### src/tdq_pkg.sv
// shared types and constants of the timed task dispatch queue
package tdq_pkg;

  localparam int unsigned TIME_W    = 32;
  localparam int unsigned DELTA_W   = 16;
  localparam int unsigned TASK_ID_W = 8;
  localparam int unsigned RES_MAX   = 16;
  localparam int unsigned RES_W     = $clog2(RES_MAX);

  localparam logic MODE_ADD  = 1'b0;
  localparam logic MODE_TICK = 1'b1;

  typedef enum logic [1:0] {
    KIND_ACCEPT   = 2'd0,
    KIND_REJECT   = 2'd1,
    KIND_DISPATCH = 2'd2
  } kind_e;

  typedef enum logic [2:0] {
    ST_IDLE,
    ST_PREP,
    ST_SCAN,
    ST_PICK,
    ST_PUSH
  } state_e;

  // per-cell control from the sequencer
  typedef struct packed {
    logic live;
    logic load;
    logic prep;
    logic bump;
    logic shift;
  } cell_ctl_t;

endpackage

### src/tdq_cell.sv
// one queue cell: holds a task entry and passes the running best candidate on
module tdq_cell #(
  parameter int unsigned IdBits = 8,
  parameter int unsigned SlotW  = 4
) (
  input  logic                            clk_i,
  input  tdq_pkg::cell_ctl_t              ctl_i,
  input  logic [SlotW-1:0]                slot_i,
  input  logic [tdq_pkg::TIME_W-1:0]      now_i,
  input  logic [IdBits-1:0]               new_id_i,
  input  logic [tdq_pkg::TIME_W-1:0]      new_due_i,
  input  logic [tdq_pkg::DELTA_W-1:0]     new_per_i,
  input  logic [IdBits-1:0]               nb_id_i,
  input  logic [tdq_pkg::TIME_W-1:0]      nb_due_i,
  input  logic [tdq_pkg::DELTA_W-1:0]     nb_per_i,
  input  logic [tdq_pkg::TIME_W-1:0]      nb_key_i,
  input  logic                            nb_pend_i,
  output logic [IdBits-1:0]               id_o,
  output logic [tdq_pkg::TIME_W-1:0]      due_o,
  output logic [tdq_pkg::DELTA_W-1:0]     per_o,
  output logic [tdq_pkg::TIME_W-1:0]      key_o,
  output logic                            pend_o,
  input  logic                            ci_found_i,
  input  logic [tdq_pkg::TIME_W-1:0]      ci_key_i,
  input  logic [IdBits-1:0]               ci_id_i,
  input  logic [tdq_pkg::TIME_W-1:0]      ci_due_i,
  input  logic [tdq_pkg::DELTA_W-1:0]     ci_per_i,
  input  logic [SlotW-1:0]                ci_slot_i,
  output logic                            co_found_o,
  output logic [tdq_pkg::TIME_W-1:0]      co_key_o,
  output logic [IdBits-1:0]               co_id_o,
  output logic [tdq_pkg::TIME_W-1:0]      co_due_o,
  output logic [tdq_pkg::DELTA_W-1:0]     co_per_o,
  output logic [SlotW-1:0]                co_slot_o
);

  logic [IdBits-1:0]               id_q, id_d;
  logic [tdq_pkg::TIME_W-1:0]      due_q, due_d;
  logic [tdq_pkg::DELTA_W-1:0]     per_q, per_d;
  logic [tdq_pkg::TIME_W-1:0]      key_q, key_d;
  logic                            pend_q, pend_d;
  logic [tdq_pkg::TIME_W-1:0]      diff;
  logic                            own_wins;

  logic                            cf_q, cf_d;
  logic [tdq_pkg::TIME_W-1:0]      ck_q, ck_d;
  logic [IdBits-1:0]               cid_q, cid_d;
  logic [tdq_pkg::TIME_W-1:0]      cdue_q, cdue_d;
  logic [tdq_pkg::DELTA_W-1:0]     cper_q, cper_d;
  logic [SlotW-1:0]                cslot_q, cslot_d;

  always_comb begin
    diff   = due_q - now_i;
    id_d   = id_q;
    due_d  = due_q;
    per_d  = per_q;
    key_d  = key_q;
    pend_d = pend_q;
    if (ctl_i.load) begin
      id_d  = new_id_i;
      due_d = new_due_i;
      per_d = new_per_i;
    end
    // due when the wrapped distance to now is zero or negative
    if (ctl_i.prep) begin
      key_d  = diff;
      pend_d = ctl_i.live & (diff[tdq_pkg::TIME_W-1] | (diff == '0));
    end
    if (ctl_i.bump) begin
      due_d  = due_q + tdq_pkg::TIME_W'(per_q);
      pend_d = 1'b0;
    end
    // close the gap left by a removed entry
    if (ctl_i.shift) begin
      id_d   = nb_id_i;
      due_d  = nb_due_i;
      per_d  = nb_per_i;
      key_d  = nb_key_i;
      pend_d = nb_pend_i;
    end
  end

  // earlier slots come in from the left, so a full tie keeps the incoming one
  always_comb begin
    own_wins = pend_q & (~ci_found_i
                         | ($signed(key_q) < $signed(ci_key_i))
                         | ((key_q == ci_key_i) & (id_q < ci_id_i)));
    if (own_wins) begin
      cf_d    = 1'b1;
      ck_d    = key_q;
      cid_d   = id_q;
      cdue_d  = due_q;
      cper_d  = per_q;
      cslot_d = slot_i;
    end else begin
      cf_d    = ci_found_i;
      ck_d    = ci_key_i;
      cid_d   = ci_id_i;
      cdue_d  = ci_due_i;
      cper_d  = ci_per_i;
      cslot_d = ci_slot_i;
    end
  end

  always_ff @(posedge clk_i) begin
    id_q    <= id_d;
    due_q   <= due_d;
    per_q   <= per_d;
    key_q   <= key_d;
    pend_q  <= pend_d;
    cf_q    <= cf_d;
    ck_q    <= ck_d;
    cid_q   <= cid_d;
    cdue_q  <= cdue_d;
    cper_q  <= cper_d;
    cslot_q <= cslot_d;
  end

  assign id_o       = id_q;
  assign due_o      = due_q;
  assign per_o      = per_q;
  assign key_o      = key_q;
  assign pend_o     = pend_q;
  assign co_found_o = cf_q;
  assign co_key_o   = ck_q;
  assign co_id_o    = cid_q;
  assign co_due_o   = cdue_q;
  assign co_per_o   = cper_q;
  assign co_slot_o  = cslot_q;

endmodule

### config.mk
export PLATFORM = sky130hd
export DESIGN_NAME = tdq_cell
export DESIGN_NICKNAME = d
export VERILOG_FILES = /design/src/tdq_pkg.sv /design/src/tdq_cell.sv
export SDC_FILE = /design/constraint.sdc
export NUM_CORES = 1
export LEC_CHECK = 0
export BUFFER_PORTS_ARGS = -buffer_cell sky130_fd_sc_hd__buf_2
export CAP_MARGIN = 10
export CELL_PAD_IN_SITES_DETAIL_PLACEMENT = 2
export CELL_PAD_IN_SITES_GLOBAL_PLACEMENT = 2
export CORE_MARGIN = 3
export CORE_UTILIZATION = 29
export CTS_BUF_LIST = sky130_fd_sc_hd__clkbuf_8
export DETAILED_ROUTE_END_ITERATION = 16
export PLACE_DENSITY = 0.94
export SLEW_MARGIN = 0
export SYNTH_ARGS = -nofsm -noshare
export SYNTH_HDL_FRONTEND = slang
export SYNTH_SLANG_ARGS = --single-unit
### constraint.sdc
create_clock -name clk_i -period 3.5 [get_ports clk_i]
set_input_delay 0.175 -clock clk_i [delete_from_list [all_inputs] [get_ports clk_i]]
set_output_delay 0.175 -clock clk_i [all_outputs]
set_load 0.1 [all_outputs]
==> results of run 1 <==
[synthesized netlist by cell type (all sizes together), types with 7 or more instances]
master	instances
ha	86
and3	11
nor3	10
inv	89
nand2	88
o21a	15
nand3	17
xnor2	24
o21ai	80
mux2i	19
edfxtp	89
buf	12
nand4	16
clkbuf	28
a21oi	54
dfxtp	93
nor2b	8
a22oi	8
o211ai	8
or3	7
a211oi	11
nand2b	12
xor2	21
mux2	121
a21o	39
nor2	39
o31ai	7
[timing repair]
item	in CTS	in global routing
setup endpoints to repair	0	107
hold buffers	214	0
gates resized for setup	0	24
hold endpoints to repair	176	0
setup buffers	0	13
[worst max path at each step]
stage                        end  startpoint  slack [ns]  cells past startpoint
finish              co_due_o[19]    key_o[9]       0.006                     11
floorplan                 pend_o    due_o[0]        0.01                     13
detailed placement  co_due_o[14]     id_o[1]        0.12                     11
CTS                 co_due_o[14]     id_o[1]        0.04                     11
global placement          pend_o    due_o[0]        0.21                     13
global route        co_due_o[19]    key_o[1]       -0.06                     12
[power by group through the flow]
stage                     sequential (W)  combinational (W)  clock [W]
after floorplan                  0.00508            0.00152          0
after global placement           0.00288            0.00481          0
after detailed placement         0.00291            0.00498          0
after CTS                        0.00286            0.00522    0.00139
after global routing             0.00293            0.00578    0.00152
final                            0.00291            0.00555    0.00143
[registers in the layout (all words and copies together) (netlist names)]
register	flops
co_due_o	32
id_o	8
co_per_o	16
due_o	32
pend_o	1
co_found_o	1
co_key_o	32
co_id_o	8
per_o	16
key_o	32
co_slot_o	4
[per-stage QoR]
step	util	setup TNS, ns	hold slack [ns]	power, W	std cells
after floorplan	-	0	0.282	0.00660	1088
after global placement	0.380	0	0.400	0.00769	2036
after detailed placement	0.380	0	0.407	0.00789	2036
after CTS	0.447	0	0.000702	0.00947	2282
after global routing	0.453	-1.09	0.0271	0.0102	2310
final	0.453	0	0.0426	0.00990	2311
[cells by family (layout without fill, tap and decap cells)]
kind of cell	count (synthesis)	after routing	share of synthesized area
fa+ha+maj	88	88	0.102
xor+xnor	45	45	0.0359
other cells	0	16	0
compound gates	268	268	0.158
flops	182	182	0.413
mux	140	140	0.142
buf+inv	130	833	0.0456
simple gates	235	235	0.104
[layout by cell type (no fill, tap or decap), drive strengths merged, types with 17 or more instances in the layout]
master and n:
inv 95, a21o 39, mux2i 19, mux2 121, dfxtp 93, dlygate4sd3 214, clkbuf 17, nand2 88
buf 497, edfxtp 89, nand3 17, ha 86, xnor2 24, a21oi 54, o21ai 80, nor2 39
xor2 21
[layer usage]
metal / global-route usage / vias up / share of wire
met3: 0.0632 / 157 / 0.050
li1: - / 5347 / -
met5: 0 / - / 0.0010
met4: 0.131 / 10 / 0.042
met2: 0.589 / 517 / 0.53
met1: 0.340 / 6092 / 0.38
[final cells by class]
cell class	count	share of cell area
Tap cell	504	0.0377
Clock inverter	15	0.00546
Inverter	90	0.0202
Antenna cell	16	0.00239
Clock buffer	17	0.0140
Multi-Input combinational cell	776	0.364
Sequential cell	182	0.271
Timing Repair Buffer	711	0.285
[critical path, cell delays in order (launching register included)]
cell and delay [ns]:
edfxtp_1 0.50, ha_1 0.40, a21o_1 0.22, a21o_1 0.21
a21oi_1 0.18, o21ai_0 0.15, a21oi_1 0.29, o21ai_0 0.20
mux2i_1 0.26, o21a_4 0.21, buf_16 0.26, mux2_2 0.41
==> flow_metrics.py, run 1 <==
metrics = {
    "sta": {
        "setup_violations": 0,
        "slew_headroom": 0.353,
        "clock_skew_ns": 0.0446,
        "finalMaxSlewViolations": 0,
        "final_critical_path_setup_slack_ns": 0.00601,
        "hold_viol_final": 0,
        "fmaxAchievable_mhz": 286,
        "period_needed_ns": 3.49,
        "period_share": 0.998,
        "tightest_slew_ns": 0.971,
        "rsz0062_at_grt": "true",
    },
    "synthesis": {
        "synth_top_area_frac": 0.244,
        "syn_area_mm2": 0.0110,
        "synth_edf_count": 89,
        "netlist_instances": 1088,
        "yosysSeqAreaShare": 0.413,
        "yosysTopAreaCell": "edfxtp_1",
        "ys_ff_latch": 182,
        "synth.distinct_cells": 63,
        "syn_area_per_cell_um2": 10.1,
        "synthArstFlopShare": 0,
        "synth_ff_type": "dfxtp_1",
        "syn-num-nets": 1456,
        "yosysWarnings": 0,
        "synth_area_leaders": "edfxtp_1, dfxtp_1, mux2_2, ha_1, o21ai_0",
    },
    "detailed_routing": {
        "drcViolationCount": 0,
        "viasPerCell": 5.25,
        "drtPass1Iterations": 4,
        "ant_nets": 0,
        "drtIter0Drc": 590,
        "num_vias": 12100,
        "finalWirelength_mm": 66.1,
        "avgRoutedWirePerCell_um": 28.6,
    },
    "pwr": {
        "power.share.combinational": 0.561,
        "power_frac_seq": 0.294,
        "intPower_w": 0.00457,
        "p_sw_frac": 0.538,
        "power.density_mw_per_mm2": 591,
        "p_sw_w": 0.00533,
        "power_frac_clock": 0.145,
        "ir_drop_uv": 273,
        "p_leak_nw": 7.89,
    },
    "clock_tree": {
        "cts_tree": "done",
        "clk_pin_slew_ns": 0.11,
        "cts_root_buffer": "clkbuf_8",
        "cts_buffers": 17,
        "cts_sinks": 182,
        "cts_max_level": 4,
        "clock_latency_ns": 0.53,
        "max-clock-path-buffers": 2,
    },
    "finish": {
        "nFillCells": 3967,
        "multiInputGateArea_mm2": 0.00610,
        "post-route-cell-area_mm2": 0.0167,
        "regArea_mm2": 0.00453,
        "area_growth_syn_to_layout_pct": 52.5,
        "drive_above_1_share": 0.380,
        "nets": 2146,
    },
    "placement": {
        "io_buffers": 461,
        "hpwl_mm": 40.7,
        "place_ws_ns": 0.116,
        "place_area_mm2": 0.0140,
        "place_congestion": 0.875,
    },
    "critical_path": {
        "worstPathRequired_ns": 3.90,
        "reg2reg_depth": 11,
        "worstPathArrival_ns": 3.90,
        "reg2reg_from": "key_o[9]",
        "critPathKind": "register to register",
        "timing.rr.end": "co_due_o[19]",
        "rrSetupSlack_ns": 0.006,
        "cp-start-kind": "register",
        "cp-end-kind": "register",
        "crit_fanout": 51,
    },
    "hold_path": {
        "hold_start": "nb_key_i[30]",
        "holdPathEnd": "key_o[30]",
        "holdPathStages": 3,
        "hold_path_class": "input pin to register",
    },
    "die": {
        "start_util": 0.297,
        "ios": 462,
        "die_area_mm2": 0.0402,
        "fp.coreArea_mm2": 0.0370,
        "die_w_um": 201,
        "die_h_um": 201,
        "rows": 70,
    },
    "flow_run": {
        "drv_cap": 0,
    },
    "global_routing": {
        "grt_pass1_wl_mm": 95.4,
        "grt_max_degree": 141,
        "grt_pass1_vias": 14000,
        "antenna_found_initial": 19,
        "track_usage": 0.313,
        "gr-total-overflow": 0,
    },
    "outcome": {
        "status": "finished, final reports clean",
    },
}
Note: power is estimated with default switching activity, not from simulation.
==> inputs of run 2 (changes only) <==
- CORE_ASPECT_RATIO: not set -> 1.75
==> run 2 against run 1 <==
  * Sequential power barely moved
  * Global-route usage is 0.057 points lower
  * Clock skew decreased by 0.013 ns
  * Power grew 3.5%
  * Core utilization rose by 0.16 points
  * Cell area up 0.79%
  * Combinational power about the same
==> flow_metrics.py, run 2 (same netlist as run 1, synthesis figures left out) <==
metrics = {
    "finish": {
        "post-route-util": 0.455,
        "nets": 2152,
        "final_common_cell": "buf_2",
        "final_cell_mix": "buf_2, dlygate4sd3_1, mux2_2",
        "area_growth_syn_to_layout_pct": 53.8,
        "drive_above_1_share": 0.386,
    },
    "pwr": {
        "power.share.combinational": 0.544,
        "power_w": 0.0102,
        "ir_drop_uv": 284,
        "p_leak_nw": 7.97,
        "p_sw_w": 0.00534,
        "power_frac_clock": 0.175,
        "power_frac_seq": 0.281,
        "power.density_mw_per_mm2": 607,
        "intPower_w": 0.00490,
        "p_sw_frac": 0.521,
    },
    "die": {
        "die_h_um": 263,
        "start_util": 0.296,
        "ios": 462,
        "die_w_um": 153,
        "die_area_mm2": 0.0403,
        "rows": 93,
        "fp.coreArea_mm2": 0.0371,
    },
    "detailed_routing": {
        "finalWirelength_mm": 65.5,
        "ant_nets": 0,
        "avgRoutedWirePerCell_um": 28.6,
        "drtIter0Drc": 637,
        "viasPerCell": 5.30,
        "num_vias": 12100,
        "drcViolationCount": 0,
        "drtPass1Iterations": 5,
    },
    "placement": {
        "place_congestion": 0.922,
        "io_buffers": 461,
        "hpwl_mm": 42.3,
    },
    "clock_tree": {
        "cts_buffers": 17,
        "max-clock-path-buffers": 2,
        "cts_tree": "done",
        "cts_root_buffer": "clkbuf_8",
        "cts_max_level": 4,
        "cts_sinks": 182,
        "clock_latency_ns": 0.54,
        "clk_pin_slew_ns": 0.14,
    },
    "sta": {
        "finalMaxSlewViolations": 0,
        "fmaxAchievable_mhz": 290,
        "slew_headroom": 0.417,
        "setup_violations": 0,
        "hold_viol_final": 0,
        "tightest_slew_ns": 0.875,
        "rsz0062_at_grt": "true",
        "period_needed_ns": 3.45,
        "period_share": 0.985,
        "clock_skew_ns": 0.0314,
    },
    "global_routing": {
        "gr-total-overflow": 0,
        "grt_pass1_vias": 14400,
        "grt_max_degree": 141,
        "track_usage": 0.312,
        "antenna_found_initial": 16,
        "grt_pass1_wl_mm": 94.8,
    },
    "critical_path": {
        "worstPathArrival_ns": 3.69,
        "worstPathRequired_ns": 3.74,
        "crit_fanout": 8,
        "cp-end-kind": "register",
        "cp_slowest_cell": "edfxtp_1",
        "crit_chain": "ha_1, or3_1, a211oi_4, o311ai_4, a2111oi_4, o31a_1, buf_4, nor2_1, xor2_1, mux2i_1, o21ai_0",
        "slowest_delay_ns": 0.53,
        "cp-start-kind": "register",
        "critPathKind": "register to register",
    },
    "flow_run": {
        "drv_cap": 0,
    },
    "outcome": {
        "status": "finished, final reports clean",
    },
    "hold_path": {
        "hold_path_class": "input pin to register",
    },
}
## run 2: repair_timing
item / 4_1_cts / 5_1_grt
buffers inserted: 1 / 8
setup endpoints to repair: 2 / 62
gates resized for setup: 5 / 14
pin swaps: 2 / 7
hold buffers: 208 / 0
endpoints found under the hold margin: 174 / 0
## run 2: critical path, delay by kind of cell, from the launching register on
family	cells	cell delay, ns
xor+xnor	1	0.14
simple gates	2	0.58
fa+ha+maj	1	0.33
mux	1	0.19
buf+inv	1	0.16
compound gates	5	1.22
flops	1	0.53
## run 2: layer usage
metal  GRT usage  vias to the layer above  routed length [um]
met5           0                        -                  10
met4       0.191                        2                4650
met3      0.0571                      224                2810
met2       0.610                      571               36100
met1       0.294                     5980               21900
li1            -                     5370                   -
## run 2: per-stage QoR
step	cells	hold slack, ns	setup slack (ns)	setup TNS (ns)	cell area [um2]
2_1_floorplan	1088	0.282	0.0113	0	11100
3_3_place_gp	2023	0.398	0.0765	0	14100
3_5_place_dp	2023	0.404	-0.289	-0.289	14100
4_1_cts	2264	0.000551	0.0144	0	16700
5_1_grt	2286	0.0219	-0.0915	-0.310	16900
6_report	2290	0.0381	0.0542	0	16900
## run 2: layout make-up
cell class | count | area, um2
fillers | 3883 | 20200
multi-input cells | 776 | 6110
repair buffers | 717 | 4800
flip-flops and latches | 182 | 4530
well taps | 475 | 594
inverters | 90 | 338
clock buffers | 17 | 234
clock inverters | 15 | 215
diodes | 18 | 45.0
## run 2: final timing paths
path	start	endpoint	slack [ns]	cells past startpoint
worst max-delay path	per_o[4]	due_o[27]	0.05	11
worst min-delay path	new_due_i[26]	due_o[26]	0.04	3
worst max register to register	per_o[4]	due_o[27]	0.05	11
worst min register to register	key_o[0]	co_key_o[0]	0.54	1
## run 2: power groups by stage
stage	Sequential [W]	Clock, W	Combinational [W]
global placement	0.00284	0	0.00490
global route	0.00290	0.00190	0.00580
CTS	0.00283	0.00177	0.00530
detailed placement	0.00288	0	0.00506
finish	0.00288	0.00179	0.00557
floorplan	0.00508	0	0.00152
==> inputs of run 3 (changes only) <==
- ABC_AREA: not set -> 1
- CORE_UTILIZATION: 29 -> 27
- PLACE_DENSITY: 0.94 -> 0.95
==> run 3 against run 2 <==
  * Synthesized area rose by 9.5%
  * Cell area rose by 4.3%
  * Power fell by 0.35%
  * Die area rose by 17%
==> flow_metrics.py, run 3 <==
metrics = {
    "placement": {
        "place_area_mm2": 0.0150,
        "hpwl_mm": 52.7,
        "dp_cells": 2737,
        "io_buffers": 461,
        "place_congestion": 0.926,
    },
    "synthesis": {
        "netlist_instances": 1741,
        "yosysWarnings": 0,
        "yosysSeqAreaShare": 0.377,
        "syn_area_per_cell_um2": 6.90,
        "synth_edf_count": 89,
        "synthArstFlopShare": 0,
        "synth_area_leaders": "edfxtp_1, nand2_1, dfxtp_1, ha_1, inv_1",
        "synth_top_area_frac": 0.222,
        "ys_ff_latch": 182,
        "synth_ff_type": "dfxtp_1",
        "yosysTopAreaCell": "edfxtp_1",
        "syn_area_mm2": 0.0120,
        "synth.distinct_cells": 41,
        "yosysMostFrequentCell": "nand2_1",
        "syn-num-nets": 2109,
        "synth.top_cells.by_count": "nand2_1, inv_1, nand3_1, nor2_1, dfxtp_1",
    },
    "hold_path": {
        "hold_path_class": "input pin to register",
    },
    "detailed_routing": {
        "drtPass1Iterations": 5,
        "drcViolationCount": 0,
        "num_vias": 15200,
        "viasPerCell": 5.06,
        "avgRoutedWirePerCell_um": 24.9,
        "finalWirelength_mm": 74.6,
        "ant_nets": 0,
        "drtIter0Drc": 641,
    },
    "global_routing": {
        "grt_pass1_vias": 17600,
        "grt_pass1_wl_mm": 108,
        "track_usage": 0.307,
        "antenna_found_initial": 17,
        "grt_max_degree": 95,
        "gr-total-overflow": 0,
    },
    "clock_tree": {
        "cts_sinks": 182,
        "cts_tree": "done",
        "cts_buffers": 17,
        "clock_latency_ns": 0.53,
        "max-clock-path-buffers": 2,
        "clk_pin_slew_ns": 0.12,
        "cts_max_level": 4,
        "cts_root_buffer": "clkbuf_8",
    },
    "critical_path": {
        "reg2reg_from": "due_o[2]",
        "crit_path_end": "due_o[19]",
        "cp-end-kind": "register",
        "critPathLaunch": "due_o[2]",
        "rrSetupSlack_ns": 0.08,
        "crit_fanout": 5,
        "worstPathArrival_ns": 3.69,
        "timing.rr.end": "due_o[19]",
        "cp-start-kind": "register",
        "worstPathRequired_ns": 3.77,
        "critPathKind": "register to register",
        "reg2reg_depth": 14,
    },
    "die": {
        "die_area_mm2": 0.0472,
        "die_w_um": 166,
        "ios": 462,
        "fp.coreArea_mm2": 0.0437,
        "start_util": 0.275,
        "rows": 101,
        "die_h_um": 285,
    },
    "sta": {
        "finalMaxSlewViolations": 0,
        "clock_skew_ns": 0.0467,
        "period_share": 0.977,
        "period_needed_ns": 3.42,
        "tightest_slew_ns": 1.25,
        "rsz0062_at_grt": "true",
        "setup_tns_ns": 0,
        "hold-worst-slack_ns": 0.0237,
        "setup_violations": 0,
        "hold_viol_final": 0,
        "slew_headroom": 0.165,
        "fmaxAchievable_mhz": 292,
    },
    "finish": {
        "final_cell_mix": "nand2_1, buf_2, inv_1",
        "post-route-cell-area_mm2": 0.0176,
        "area_growth_syn_to_layout_pct": 46.4,
        "final_common_cell": "nand2_1",
        "nets": 2774,
        "drive_above_1_share": 0.222,
        "finalNonFillerCells": 3000,
    },
    "pwr": {
        "p_leak_nw": 9.38,
        "power_w": 0.0102,
        "ir_drop_uv": 280,
        "power.density_mw_per_mm2": 580,
    },
    "flow_run": {
        "drv_cap": 0,
    },
    "outcome": {
        "status": "finished, final reports clean",
    },
}
## run 3: cell count changes after synthesis, sizes merged, moves of 12 or more
cell,delta
xor2,-14
a21o,-33
nand2,+591
o21a,-12
mux2,-121
nand3,+137
nand2b,-12
buf,+13
mux2i,-19
nor2,+65
inv,+147
## run 3: per-layer routing
layer / wire [um] / GRT usage
met5: 30 / 0
met4: 5200 / 0.188
met3: 3010 / 0.0535
met2: 41100 / 0.593
met1: 25200 / 0.291
## run 3: final cells by class
cell class | instances | area (um2)
diodes | 15 | 37.5
flip-flops and latches | 182 | 4530
clock buffers | 17 | 234
repair buffers | 699 | 4670
inverters | 237 | 890
fillers | 5206 | 26100
clock inverters | 15 | 171
well taps | 566 | 708
multi-input cells | 1269 | 6350
## run 3: per-stage QoR
stage	worst slack (ns)	utilization
2_1_floorplan	0.487	-
3_3_place_gp	0.378	0.342
3_5_place_dp	0.335	0.342
4_1_cts	0.0332	0.400
5_1_grt	-0.0307	0.402
6_report	0.0799	0.402
## run 3: worst max-delay path, cell delays in order (launching register included)
cell           delay [ns]
edfxtp_1             0.46
ha_1                 0.41
a21oi_1              0.19
nand2_1              0.16
nand2_1              0.11
nand2_1              0.11
a21oi_1              0.29
o21ai_2              0.17
a21oi_2              0.33
nor2_2               0.11
nand2_1              0.08
nand3_1              0.09
nand2_1              0.08
nand2_1              0.04
dlygate4sd3_1        0.54
## run 3: logic make-up (layout without fill, tap and decap cells)
logic type	Yosys count	in the layout	share of synthesized area
DFF	182	182	0.377
xor gates and xnor gates	22	22	0.0160
and+or+nand+nor	984	984	0.336
adders and majority gates	88	88	0.0928
AOI/OAI and AO/OA	175	175	0.0805
buffers and inverters	290	968	0.0977
other	0	15	0
## run 3: worst min-delay path by stage
| stage | cells past startpoint | start | end | slack [ns] |
|---|---|---|---|---|
| detailed placement | 3 | ci_due_i[14] | co_due_o[14] | 0.37 |
| global placement | 3 | ci_due_i[29] | co_due_o[29] | 0.36 |
| global route | 3 | nb_due_i[23] | due_o[23] | 0.03 |
| finish | 3 | nb_due_i[28] | due_o[28] | 0.02 |
| CTS | 3 | nb_due_i[7] | due_o[7] | 0.0007 |
| floorplan | 2 | ci_found_i | co_found_o | 0.27 |
## run 3: what timing repair did
| action | in CTS | in global routing |
|---|---|---|
| gates resized for setup | 0 | 10 |
| buffers inserted | 0 | 4 |
| endpoints found under the setup margin | 0 | 8 |
| hold buffers | 212 | 0 |
| endpoints found under the hold margin | 169 | 0 |
## run 3: power breakdown
| part | leakage, nW | internal [W] | switching, W |
|---|---|---|---|
| Clock | 0.204 | 0.000550 | 0.00103 |
| Sequential | 1.71 | 0.00261 | 0.000296 |
| Combinational | 7.47 | 0.00126 | 0.00446 |
